===== config.mk =====
export PLATFORM = sky130hd
export DESIGN_NAME = lzwd_output_reg
export DESIGN_NICKNAME = d
export VERILOG_FILES = /design/src/rtl/core/lzwd_pkg.sv /design/src/rtl/core/lzwd_output_reg.sv
export SDC_FILE = /design/constraint.sdc
export NUM_CORES = 1
export LEC_CHECK = 0
export ABC_AREA = 0
export BUFFER_PORTS_ARGS = -buffer_cell sky130_fd_sc_hd__buf_4
export CORE_AREA = 2 2 39 41
export CTS_CLUSTER_SIZE = 24
export DETAILED_ROUTE_END_ITERATION = 8
export DIE_AREA = 0 0 41 43
export REMOVE_ABC_BUFFERS = 1
export SLEW_MARGIN = 20
export SYNTH_ARGS = -nofsm -noshare
export SYNTH_HDL_FRONTEND = slang
export SYNTH_SLANG_ARGS = --single-unit

===== constraint.sdc =====
create_clock -name i_clk -period 0.8 [get_ports i_clk]
set_input_delay 0.08 -clock i_clk [delete_from_list [all_inputs] [get_ports i_clk]]
set_output_delay 0.08 -clock i_clk [all_outputs]
set_load 0.03 [all_outputs]

===== src/rtl/core/lzwd_pkg.sv =====
// Shared types and constants for the LZSS window decoder.
// No dependencies; every other file in the block imports this package.
package lzwd_pkg;

    localparam int          WindowDepth = 4096;
    localparam int          OffsetW     = 12;
    localparam int          MatchMin    = 3;
    localparam int          MatchMax    = 18;
    localparam logic [7:0]  SpaceByte   = 8'h20;
    localparam logic [7:0]  ZeroByte    = 8'h00;
    localparam logic [3:0]  FlagCount   = 4'd8;

    typedef logic [OffsetW-1:0] t_addr;

    typedef struct packed {
        logic       rd_en;
        t_addr      rd_addr;
        logic       wr_en;
        logic [7:0] wr_data;
        logic       clear;
    } t_win_req;

    typedef struct packed {
        logic       valid;
        logic [7:0] data;
        logic       last;
    } t_emit;

endpackage


===== src/rtl/core/lzwd_output_reg.sv =====
// Output register that holds one decoded word until the consumer takes it.
// Depends on lzwd_pkg for the emit structure.
module lzwd_output_reg (
    input  logic            i_clk,
    input  logic            i_rst_n,
    input  lzwd_pkg::t_emit i_emit,
    output logic            o_free,
    output logic            o_valid,
    input  logic            i_ready,
    output logic [7:0]      o_out_byte,
    output logic            o_run_last
);
    import lzwd_pkg::*;

    logic       r_valid, n_valid;
    logic [7:0] r_byte;
    logic       r_last;

    assign o_free = !r_valid || i_ready;

    always_comb begin
        n_valid = r_valid;
        if (i_emit.valid) begin
            n_valid = 1'b1;
        end else if (i_ready) begin
            n_valid = 1'b0;
        end
    end

    always_ff @(posedge i_clk) begin
        if (!i_rst_n) begin
            r_valid <= 1'b0;
        end else begin
            r_valid <= n_valid;
        end
    end

    always_ff @(posedge i_clk) begin
        if (i_emit.valid) begin
            r_byte <= i_emit.data;
            r_last <= i_emit.last;
        end
    end

    assign o_valid    = r_valid;
    assign o_out_byte = r_byte;
    assign o_run_last = r_last;

endmodule


# ---- After elaboration in Yosys (flattened, before gate mapping)
# Index checks and enable logic that the tools add are counted.
dict set report op_classes {
  reduce_logical 3
  muxes 2
}
# operator count
set ops {}
lappend ops {{1-bit 2-to-1 mux} 2}
lappend ops {{2-bit nonzero test} 1}
lappend ops {{1-bit logical NOT} 1}
lappend ops {{1-bit logical OR} 1}
dict set report totals {
  ff_bits 10
  out_inout_bits 11
  wordCells 8
  inputBits 13
}

# ---- Depth between registers and ports, before layout
dict set report logic_depth {
  ltp_word 2
  depth_mapped 2
}

# ---- Worst setup path before layout
# OpenSTA, ideal clock, no wires.
dict set report synth_timing {
  path_kind {register -> register}
  from {register o_valid (netlist name)}
  to {register r_valid (netlist: o_valid)}
  stages_incl_launch_ff 3
  setup_slack_ps -81
  setup_ps 66
  arrival_ps 815
  t_required_ps 734
  path_cell_list {dfxtp_1 > nand2b_4 > a21boi_2}
}
# element line
set synth_rtl {}
lappend synth_rtl {{to (signal assigned)} lzwd_output_reg.sv:34} ;# r_valid <= n_valid;
lappend synth_rtl {{to (decl)} lzwd_output_reg.sv:15} ;# logic r_valid, n_valid;

# ---- Final worst setup path
dict set report layout_timing {
  from {register r_byte[5] (netlist: o_out_byte[5])}
  to {output port o_out_byte[5]}
}
# element line
set layout_rtl {}
lappend layout_rtl {{from (decl)} lzwd_output_reg.sv:16} ;# logic [7:0] r_byte;
lappend layout_rtl {{from (signal assigned)} lzwd_output_reg.sv:40} ;# r_byte <= i_emit.data;
lappend layout_rtl {{to (decl)} lzwd_output_reg.sv:10} ;# output logic [7:0] o_out_byte,
# No word-level cell between the ends.

==> flow_results.org <==
** Status
- Outcome :: finished with violations
- Violated checks :: negative setup slack

** Yosys
- Warnings, synthesis :: 0
- Mapped Avg Cell Area :: 24.5 sq um
- Post-synthesis share of cell area spent on and, or, nand and nor gates :: 0.0431
- Main combinational cell family by area after synthesis :: simple AND/OR/NAND/NOR gates
- After synthesis, the share of flip-flops with an asynchronous set or reset is 0.
- Fraction of the mapped netlist area in compound gates :: 0.0353
- The share of synthesized area in the top cell type comes to 0.847.
- Of the total synthesized cell area, the portion taken by full adders, half adders and majority gates is 0.
- For this run, the register share of the synthesized area comes to 0.910.
- Area share of xor/xnor cells in the synthesized design :: 0
- Multiplexer share of the synthesized area :: 0
- Post-synth cell types :: 5
- Number of synthesized register bits :: 10
- By area the synthesized netlist is led by sky130_fd_sc_hd__edfxtp_1 (85%), sky130_fd_sc_hd__dfxtp_1 (6.3%), sky130_fd_sc_hd__nand2b_4 (4.3%), sky130_fd_sc_hd__a21boi_2 (3.5%), sky130_fd_sc_hd__inv_1 (1.2%).
- The mapped netlist covers 319 sq um.
- Synthesis produced 13 cells.
- Most used flip-flop cell after synthesis :: sky130_fd_sc_hd__edfxtp_1
- In the post-synthesis netlist, the cell with the most instances is sky130_fd_sc_hd__edfxtp_1.
- Of all cell types, the one taking the most synthesized area is sky130_fd_sc_hd__edfxtp_1.
- Number of enable-type register cells in the synthesized netlist :: 9
- The commonest cells after synthesis are sky130_fd_sc_hd__edfxtp_1 (9), sky130_fd_sc_hd__a21boi_2 (1), sky130_fd_sc_hd__dfxtp_1 (1), sky130_fd_sc_hd__inv_1 (1), sky130_fd_sc_hd__nand2b_4 (1).

** Min path
- The path class of the tightest hold or removal check is input port to register.

** STA
- Final count of negative-setup-slack endpoints :: 11
- The final hold violation count is 0.
- Worst Clk Skew :: 0 ns
- For the pin with the worst max-slew slack, the measured transition is 0.127 ns.
- Once routing completed, OpenROAD measured the worst setup slack at -0.0946 ns.
- Post-layout min period :: 0.895 ns
- Dividing the final minimum period by the clock period gives 1.12.
- Max_slew headroom :: 0.915
- The number of pins with negative max-slew slack in the final report is 0.
- Setup_tns :: -0.742 ns
- Peak clock frequency supported by timing :: 1.12 GHz
- RSZ-0062 raised after global routing :: true

** Drt
- For this run, the detailed router's first-pass iteration total came to 1.
- The detail route stage leaves a number of antenna-violating nets equal to 0.
- Post-Route WL :: 731 microns
- Using the TritonRoute via totals, the vias-per-cell ratio works out to 3.89.
- Dividing the detail-routed wire length by the instance count gives 11.2 microns.
- Iteration-0 DRC count of the detailed router :: 0
- Total DRC errors in the routed layout :: 0
- Summing over every cut layer, the via total after detailed routing is 253.

** CTS
- H-tree depth reported by CTS :: 1
- CTS saw 10 sinks.
- After clock tree synthesis, the clock-pin slew on the worst setup and hold paths is 0.06 ns.
- CTS tree :: built
- Largest buffer count on any clock path :: 2
- Number of buffers added by the clock tree synthesis step :: 3
- The later pin in the worst-skew pair is clocked with a latency of 0.25 ns.
- Clock tree synthesis selected as its root buffer the cell sky130_fd_sc_hd__clkbuf_4.

** Placement
- Cell count after placement :: 52
- Placed Area :: 512 sq um
- At the end of routability-driven placement, the weighted congestion stood at 0.533.
- Quantity of I/O buffers inserted on ports :: 23
- Worst setup slack after placement :: 0.135 ns

** Pwr
- VDD sags by at most 0.000765 V.
- Of the total power, combinational logic draws 0.217.
- Power share of the sequential group :: 0.510
- Summed over all nets, the switching power comes to 0.000297 W.
- Summed over all cells, the static leakage comes to 0.290 nW.
- Power density over cell area :: 1870 nW/um^2
- Of the total power, the share spent switching nets is 0.237.
- Of the total power, the clock network draws 0.272.
- Pint :: 0.000954 W

** Global route
- Total global-route track usage :: 0.0982
- The number of global-route vias before repair came to 281.
- The total overflow left after global routing is 0.
- The number of antenna violations at the first check in global routing came to 0.
- Pin count of the biggest net entering global routing :: 11
- Wire length of the first global-routing pass :: 1.10 mm

** Die
- Measured along the x axis, the die boundary spans 41 microns.
- From bottom edge to top edge, the die measures 43 microns.
- Core area :: 1380 sq um
- I/O pin count :: 24
- Initial Util :: 0.231
- The initialized floorplan defines 14 standard-cell rows.
- Die area :: 1760 sq um

** Worst setup path
- CP Cell Sequence :: buf_6
- CP endpoint kind :: output port
- Along the worst path, the maximum fanout reaches 1.
- Class of the most critical setup path :: register to output port
- In this design, the largest share of critical-path delay is due to flip-flops.
- STA classifies the critical path startpoint as a register.
- The largest individual stage delay along the critical path comes from the cell sky130_fd_sc_hd__edfxtp_1.
- At the worst endpoint, the arrival time is 0.81 ns.
- Data on the critical path is required at its endpoint by 0.72 ns.
- In this design, the stage delay of the slowest critical-path cell is 0.40 ns.
- Buffers plus inverters on the worst setup path :: 1

** Cells and area
- Layout area overhead :: 109%
- The finished cells cover 668 sq um.
- Excluding fillers, the count of instances in the completed layout stands at 65.
- Layout net count :: 63
- Fraction of the core area covered by cells at the end of the flow :: 0.483
- Of the cells placed in the final design, the portion with a size suffix greater than 1 is 0.612.
- # diodes :: 0

** Job
- The tool flagged a number of max-cap violations equal to 0.
[worst paths after layout]
path                            cells after the start          start             to  slack, ns
worst max-delay path                                1  o_out_byte[5]  o_out_byte[5]      -0.09
worst min-delay path                                1      i_emit[5]  o_out_byte[4]       0.01
worst max register to register                      3        o_valid        o_valid       0.08
worst min register to register                      3        o_valid        o_valid       0.58
[stage by stage]
step | hold WS (ns) | total power, W
2_1_floorplan | 0.179 | 0.000736
3_3_place_gp | 0.260 | 0.000848
3_5_place_dp | 0.260 | 0.000855
4_1_cts | 0.000718 | 0.00126
5_1_grt | 0.000940 | 0.00132
6_report | 0.0142 | 0.00125
[metal layers]
layer	global-route usage	vias up	wire (microns)
met3	0.0366	0	90
met4	0.0600	0	0
li1	-	121	-
met5	0	-	0
met1	0.0990	111	261
met2	0.159	21	379
[sequential cells by signal (all words and copies together), names as in the netlist]
register,flops
o_out_byte,8
o_run_last,1
o_valid,1
[area by class of cell]
cell class / count / area (sq um)
Sequential cell: 10 / 292
Inverter: 1 / 3.75
Fill cell: 127 / 716
Multi-Input combinational cell: 2 / 25.0
Clock buffer: 4 / 26.3
Tap cell: 16 / 20.0
Timing Repair Buffer: 32 / 302
[kinds of logic after synthesis]
| group | count (synthesis) |
|---|---|
| and+or+nand+nor | 1 |
| AOI/OAI and AO/OA | 1 |
| DFF | 10 |
| buffers and inverters | 1 |
[cells in the final DEF, fill, tap and decap left out]
cell,instances
sky130_fd_sc_hd__buf_4,13
sky130_fd_sc_hd__dfxtp_2,1
sky130_fd_sc_hd__clkbuf_1,1
sky130_fd_sc_hd__a21boi_2,1
sky130_fd_sc_hd__dlygate4sd3_1,8
sky130_fd_sc_hd__clkbuf_4,3
sky130_fd_sc_hd__buf_6,11
sky130_fd_sc_hd__edfxtp_1,9
sky130_fd_sc_hd__nand2b_4,1
sky130_fd_sc_hd__inv_1,1
[power by group through the flow]
stage	sequential (W)	combinational (W)	clock, W
4_1_cts	0.000638	0.000264	0.000359
5_1_grt	0.000640	0.000290	0.000392
2_1_floorplan	0.000721	0.0000148	0
3_3_place_gp	0.000637	0.000211	0
6_report	0.000638	0.000272	0.000341
3_5_place_dp	0.000640	0.000215	0
[timing repair]
action / in CTS / in global routing
resized for setup: 12 / 0
endpoints found under the setup margin: 11 / 11
endpoints found under the hold margin: 6 / 2
cloned: 0 / 0
hold buffers: 6 / 2
buffers inserted: 0 / 1
Note: power is estimated with default switching activity, not from simulation.
