$ cat src/rtl/core/lzwd_pkg.sv
// Shared types and constants for the LZSS window decoder.
// No dependencies; every other file in the block imports this package.
package lzwd_pkg;

    localparam int          WindowDepth = 4096;
    localparam int          OffsetW     = 12;
    localparam int          MatchMin    = 3;
    localparam int          MatchMax    = 18;
    localparam logic [7:0]  SpaceByte   = 8'h20;
    localparam logic [7:0]  ZeroByte    = 8'h00;
    localparam logic [3:0]  FlagCount   = 4'd8;

    typedef logic [OffsetW-1:0] t_addr;

    typedef struct packed {
        logic       rd_en;
        t_addr      rd_addr;
        logic       wr_en;
        logic [7:0] wr_data;
        logic       clear;
    } t_win_req;

    typedef struct packed {
        logic       valid;
        logic [7:0] data;
        logic       last;
    } t_emit;

endpackage

$ cat src/rtl/core/lzwd_ctrl.sv
// Token parser and copy sequencer for the LZSS decoder.
// Depends on lzwd_pkg; drives window reads through one address counter, while writes use the window's write pointer.
module lzwd_ctrl (
    input  logic               i_clk,
    input  logic               i_rst_n,
    input  logic               i_valid,
    output logic               o_ready,
    input  logic [7:0]         i_in_byte,
    input  logic               i_block_last,
    input  logic               i_out_free,
    output lzwd_pkg::t_emit    o_emit,
    output lzwd_pkg::t_win_req o_req,
    input  logic [7:0]         i_rdata
);
    import lzwd_pkg::*;

    typedef enum logic [2:0] {
        S_IDLE = 3'b001,
        S_READ = 3'b010,
        S_PUT  = 3'b100
    } t_state;

    t_state     r_state, n_state;
    logic [7:0] r_flags, n_flags;
    logic [3:0] r_bits_left, n_bits_left;
    logic       r_phase, n_phase;
    logic [7:0] r_held, n_held;
    t_addr      r_addr, n_addr;
    logic [4:0] r_left, n_left;
    logic       r_lit, n_lit;
    logic [7:0] r_lit_byte, n_lit_byte;
    logic       r_blk_last, n_blk_last;
    logic       accept;
    logic [7:0] put_byte;

    assign o_ready  = (r_state == S_IDLE);
    assign accept   = i_valid && o_ready;
    assign put_byte = r_lit ? r_lit_byte : i_rdata;

    always_comb begin
        n_state     = r_state;
        n_flags     = r_flags;
        n_bits_left = r_bits_left;
        n_phase     = r_phase;
        n_held      = r_held;
        n_addr      = r_addr;
        n_left      = r_left;
        n_lit       = r_lit;
        n_lit_byte  = r_lit_byte;
        n_blk_last  = r_blk_last;
        o_req       = '0;
        o_emit      = '0;
        case (r_state)
            S_IDLE: begin
                if (accept) begin
                    n_blk_last = i_block_last;
                    if (r_bits_left == '0) begin
                        n_flags     = i_in_byte;
                        n_bits_left = FlagCount;
                        n_phase     = 1'b0;
                    end else if (!r_phase) begin
                        if (r_flags[0]) begin
                            n_lit       = 1'b1;
                            n_lit_byte  = i_in_byte;
                            n_left      = '0;
                            n_flags     = r_flags >> 1;
                            n_bits_left = r_bits_left - 1'b1;
                            n_state     = S_PUT;
                        end else begin
                            n_held  = i_in_byte;
                            n_phase = 1'b1;
                        end
                    end else begin
                        n_addr      = {i_in_byte[7:4], r_held};
                        n_left      = {1'b0, i_in_byte[3:0]} + 5'(MatchMin - 1);
                        n_lit       = 1'b0;
                        n_phase     = 1'b0;
                        n_flags     = r_flags >> 1;
                        n_bits_left = r_bits_left - 1'b1;
                        n_state     = S_READ;
                    end
                    if (i_block_last && (n_state == S_IDLE)) begin
                        n_flags     = '0;
                        n_bits_left = '0;
                        n_phase     = 1'b0;
                        n_held      = '0;
                        o_req.clear = 1'b1;
                    end
                end
            end
            S_READ: begin
                o_req.rd_en   = 1'b1;
                o_req.rd_addr = r_addr;
                n_state       = S_PUT;
            end
            S_PUT: begin
                if (i_out_free) begin
                    o_emit.valid  = 1'b1;
                    o_emit.data   = put_byte;
                    o_emit.last   = (r_left == '0);
                    o_req.wr_en   = 1'b1;
                    o_req.wr_data = put_byte;
                    if (r_left == '0) begin
                        n_state = S_IDLE;
                        if (r_blk_last) begin
                            n_flags     = '0;
                            n_bits_left = '0;
                            n_phase     = 1'b0;
                            n_held      = '0;
                            o_req.clear = 1'b1;
                        end
                    end else begin
                        n_left  = r_left - 1'b1;
                        n_addr  = r_addr + 1'b1;
                        n_state = S_READ;
                    end
                end
            end
            default: begin
                n_state = S_IDLE;
            end
        endcase
    end

    always_ff @(posedge i_clk) begin
        if (!i_rst_n) begin
            r_state     <= S_IDLE;
            r_flags     <= '0;
            r_bits_left <= '0;
            r_phase     <= 1'b0;
            r_held      <= '0;
            r_blk_last  <= 1'b0;
        end else begin
            r_state     <= n_state;
            r_flags     <= n_flags;
            r_bits_left <= n_bits_left;
            r_phase     <= n_phase;
            r_held      <= n_held;
            r_blk_last  <= n_blk_last;
        end
    end

    always_ff @(posedge i_clk) begin
        r_addr     <= n_addr;
        r_left     <= n_left;
        r_lit      <= n_lit;
        r_lit_byte <= n_lit_byte;
    end

    a_emit_free: assert property (@(posedge i_clk) disable iff (!i_rst_n)
        o_emit.valid |-> i_out_free)
        else $error("A word was emitted while the output register was occupied.");

    a_read_then_put: assert property (@(posedge i_clk) disable iff (!i_rst_n)
        (r_state == S_READ) |=> (r_state == S_PUT))
        else $error("A window read was not followed by its put cycle.");

    a_copy_continues: assert property (@(posedge i_clk) disable iff (!i_rst_n)
        (o_emit.valid && !o_emit.last) |=> (r_state == S_READ))
        else $error("A copy stopped before its final byte.");

endmodule

$ cat config.mk
export PLATFORM = sky130hd
export DESIGN_NAME = lzwd_ctrl
export DESIGN_NICKNAME = d
export VERILOG_FILES = /design/src/rtl/core/lzwd_pkg.sv /design/src/rtl/core/lzwd_ctrl.sv
export SDC_FILE = /design/constraint.sdc
export NUM_CORES = 1
export LEC_CHECK = 0
export ABC_CLOCK_PERIOD_IN_PS = 2250
export BUFFER_PORTS_ARGS = -buffer_cell sky130_fd_sc_hd__buf_2
export CORE_UTILIZATION = 30
export CTS_CLUSTER_SIZE = 20
export DETAILED_ROUTE_END_ITERATION = 7
export PLACE_DENSITY = 0.49
export SYNTH_ARGS = -nofsm -noshare
export SYNTH_HDL_FRONTEND = slang
export SYNTH_SLANG_ARGS = --single-unit
$ cat constraint.sdc
create_clock -name i_clk -period 2.25 [get_ports i_clk]
set_input_delay 0.5625 -clock i_clk [delete_from_list [all_inputs] [get_ports i_clk]]
set_output_delay 0.5625 -clock i_clk [all_outputs]
set_load 0.03 [all_outputs]
# After elaboration in Yosys (flattened, before gate mapping)
# Cells that the tools add are included.
word_totals:
  ramBits: 0
  romBits: 0
  n_memories: 0
  word_cells: 115
  output_inout_bits: 34
  register_bits: 51
  latchBits: 0
op_classes:
  n_reduce_logical: 15
  n_lt_le_gt_ge: 0
  eq_ne: 16
  n_div: 0
  bitwise_logic: 2
  multipliers: 0
  n_shift: 0
  n_mux: 67
  n_addsub: 4
ops:
  columns: ["operator", "count"]
  rows:
  - ["two-way mux 8 bit", 14]
  - ["two-way mux 12 bit", 5]
  - ["two-way mux 4 bit", 8]
  - ["case mux 8 bit (2 select lines)", 2]
  - ["two-way mux 10 bit", 3]
  - ["two-way mux 5 bit", 6]
  - ["case mux 12 bit (2 select lines)", 1]
  - ["two-way mux 3 bit", 7]
  - ["AND reduction 6 bit", 3]
  - ["two-way mux 1 bit", 13]
  - ["two-way mux 13 bit", 1]
  - ["adder 12 x 1 -> 12 bit (second input constant)", 1]
  - ["inequality test 2 bit (second input constant)", 5]
  - ["case mux 5 bit (2 select lines)", 1]
  - ["AND reduction 5 bit", 2]
  - ["two-way mux 9 bit", 1]
  - ["inequality test 3 x 2 -> 1 bit (second input constant)", 3]
  - ["case mux 3 bit (3 select lines)", 1]
  - ["case mux 4 bit (2 select lines)", 1]
  - ["AND reduction 8 bit", 1]
  - ["equality test 3 x 1 -> 1 bit (second input constant)", 2]
  - ["adder 4 x 2 -> 5 bit (second input constant)", 1]
  - ["zero test 5 bit", 1]
  - ["inequality test 5 x 1 -> 1 bit (second input constant)", 1]
  - ["14 further kinds", 20]

# Depth between registers and ports, before layout
logic_depth:
  ltp_word: 10
  mapped_depth: 8

# Worst setup path before layout
# OpenSTA, ideal clock, no wires.
synth_path:
  path_type: "register to output"
  start: "reg r_state[2]"
  end: "out o_req[1] in the netlist's numbering"
  required_ns: 1.688
  arrival_time_ns: 1.894
  path_stages_with_launch: 5
  path_slack_ns: -0.206
  path_cell_list: "dfxtp_1 nor3b_2 nand2_1 nor2_1 buf_4"
synth_rtl:
  columns: ["item", "line_no", "rtl"]
  rows:
  - ["start: declaration", "lzwd_ctrl.sv:23", "t_state r_state, n_state;"]
  - ["start signal: assignment", "lzwd_ctrl.sv:134", "r_state <= n_state;"]
  - ["end: declaration", "lzwd_ctrl.sv:12", "output lzwd_pkg::t_win_req o_req,"]

==> results.tsv <==
metric	value	unit
worst-path maximum fanout	3	
synthesized flop and latch total	51	
Die ar.	10300	µm²
max-cap viol count	0	
Critical Path AT	1640	ps
fin. max-slew vios	0	
Mapped Nets	332	
drt pass-1 iters	4	
synthesized area	2960	µm²
final wirelength	6810	µm
unrepaired setup endpoints after global routing	true	
first-pass GRT wire length	10900	µm
register area share after synthesis	0.433	
PwrDens	584	nW/µm²
GRT Util Overall	0.137	
Gate Count Post-Synth	305	
FILL cells	966	
count of different cell masters after synthesis	48	
share of layout cells above drive strength 1	0.345	
Fin Setup TNS	0	ps
total CTS buffers	5	
area of the multi-input gates	1550	µm²
FF-to-FF End	r_bits_left[3]	
Final nets	385	
worst hold path class	reg2reg	
DP Worst Slack	143	ps
# clock sinks	51	
Max Clk Rate	454	MHz
end of the critical path	o_req[0]	
largest net degree at the start of global routing	33	
Finished Core Util	0.383	
Slew HR	0.692	
Tightest Pin Transition	462	ps
Placer Congestion	0.805	
startpoint types	flop	
First DRT Iteration DRCs	115	
Setup crit end kind	primary output	
Leak Pwr	0.00141	µW
vias per cell	4.77	
port buffer count	54	
Post-synth top flop	edfxtp_1	
minimum clock period	2200	ps
Critical Path RT	1690	ps
Synth Warn #	0	
crit path from	r_left[0]	
fin crit share	0.979	
DR DRC count	0	
H-tree levels	2	
Final WS setup	46.3	ps
CP cell instances	inv_2, ha_4, nor4b_4, and3_4, nand2_2, o21ai_2, buf_6	
starting density of the core	0.314	
final setup fails	0	
Final ANT Viol Nets	0	
Horiz. Die Dim	101	µm
Final Hold Viols	0	
vias	2328	
Hold Crit Depth	1	
CP Class	reg2out	
run status	finished, final reports clean	
Post-Syn Area per Cell	9.70	µm²
maximum vdd drop	254	µV
# IOs	55	
RR Startpoint	r_bits_left[0]	
worst reg-to-reg path cell count	8	
core area	9420	µm²
Row Count	35	
Worst-Skew Late Latency	310	ps
Fin Clk Skew	8.09	ps
crit-path max cell delay	430	ps
dpl hpwl	4840	µm
GRT overflow	0	
Clock Tree Root	clkbuf_8	
Die Height	101	µm
most common cell after layout, fill and taps aside	buf_2	
clock buffer depth	2	
critical path's slowest cell	edfxtp_1	
vias in the first global route	2131	
CTS tree	done	
register area	1290	µm²
fraction of registers with async set/reset	0	
# diodes	0	
most frequent cells in the layout	buf_2 (37), nand2_1 (31), edfxtp_1 (26)	
Area Overhead vs Synth	21.8	%
number of synthesized flops with an enable pin	26	
Power Total	2100	µW
Wirelength per Cell	13.9	µm
initial antenna violation count	0	
Reg2Reg Setup Slack	210	ps
clk slew on worst S/H paths	90	ps
per-layer routing:
metal | global-route usage | wire length (µm) | vias to the layer above
li1 | - | - | 1170
met1 | 0.189 | 3270 | 1095
met2 | 0.221 | 3180 | 59
met3 | 0.0235 | 310 | 4
met4 | 0.0357 | 47 | 0
met5 | 0 | 0 | -
synth_stat cells, drive strengths merged (3+ instances only):
cell type | count | area (µm²)
nand3 | 15 | 85.1
ha | 6 | 75.1
and3 | 5 | 31.3
clkbuf | 6 | 22.5
edfxtp | 26 | 781
xnor2 | 6 | 52.6
and2 | 15 | 93.8
a211oi | 10 | 128
o21ai | 22 | 121
nor3b | 3 | 32.5
nor3 | 6 | 35.0
a21oi | 18 | 116
nand2b | 12 | 90.1
nand2 | 32 | 120
dfxtp | 25 | 500
mux2i | 9 | 90.1
nor2 | 28 | 105
inv | 9 | 33.8
xor2 | 8 | 70.1
buf | 19 | 138
a22oi | 7 | 52.6
cells by family (layout without fill, tap and decap cells):
group                      after synthesis  after routing  synth area share
buffers and inverters                   34             88            0.0656
and+or+nand+nor                        127            127             0.237
adders and majority gates                6              6            0.0254
muxes                                    9              9            0.0305
DFF                                     51             51             0.433
xor gates and xnor gates                14             14            0.0415
AOI/OAI and AO/OA                       64             64             0.167
worst max-delay path, delay by kind of cell, from the launching register on:
| family | cells | cell delay [ps] |
|---|---|---|
| AO/OA/AOI/OAI | 1 | 60 |
| adder cells (fa/ha/maj) | 1 | 120 |
| buffers and inverters | 2 | 240 |
| flip-flops | 1 | 430 |
| AND/OR/NAND/NOR | 3 | 480 |
worst min path at each step:
stage / from / end / slack [ps]
after floorplan: r_held[0] / r_held[0] / 450
after global placement: r_held[1] / r_held[1] / 460
after detailed placement: r_held[7] / r_held[7] / 460
after CTS: r_held[7] / r_held[7] / 480
after global routing: i_in_byte[5] / r_lit_byte[5] / 480
final: r_bits_left[0] / r_bits_left[0] / 470
cell type report:
class,instances,area share
Multi-Input combinational cell,220,0.429
Sequential cell,51,0.358
Timing Repair Buffer,71,0.125
Tap cell,129,0.0448
Clock buffer,6,0.0229
Clock inverter,2,0.0108
Inverter,9,0.00937
where the power goes:
part	switching (µW)	internal (µW)	total (µW)
Combinational	195	154	350
Sequential	38.2	1020	1060
Clock	328	366	694
sequential cells by signal, summed over array words and instances (netlist names):
register,count
r_left,5
r_blk_last,1
r_lit_byte,8
r_addr,12
r_flags,8
r_lit,1
r_bits_left,4
r_phase,1
r_held,8
r_state,3
through the flow:
| stage | cells | instance area [µm²] | hold WS (ps) |
|---|---|---|---|
| 2_1_floorplan | 305 | 2990 | 446 |
| 3_3_place_gp | 476 | 3350 | 461 |
| 3_5_place_dp | 476 | 3350 | 461 |
| 4_1_cts | 486 | 3500 | 479 |
| 5_1_grt | 488 | 3600 | 480 |
| 6_report | 488 | 3600 | 473 |
repair_timing:
action / CTS / global route
pin swaps: 0 / 3
endpoints found under the setup margin: 25 / 22
gates resized for setup: 4 / 33
buffers inserted: 2 / 2
hold buffers: 0 / 0
Power figures use the tool's default switching activity.
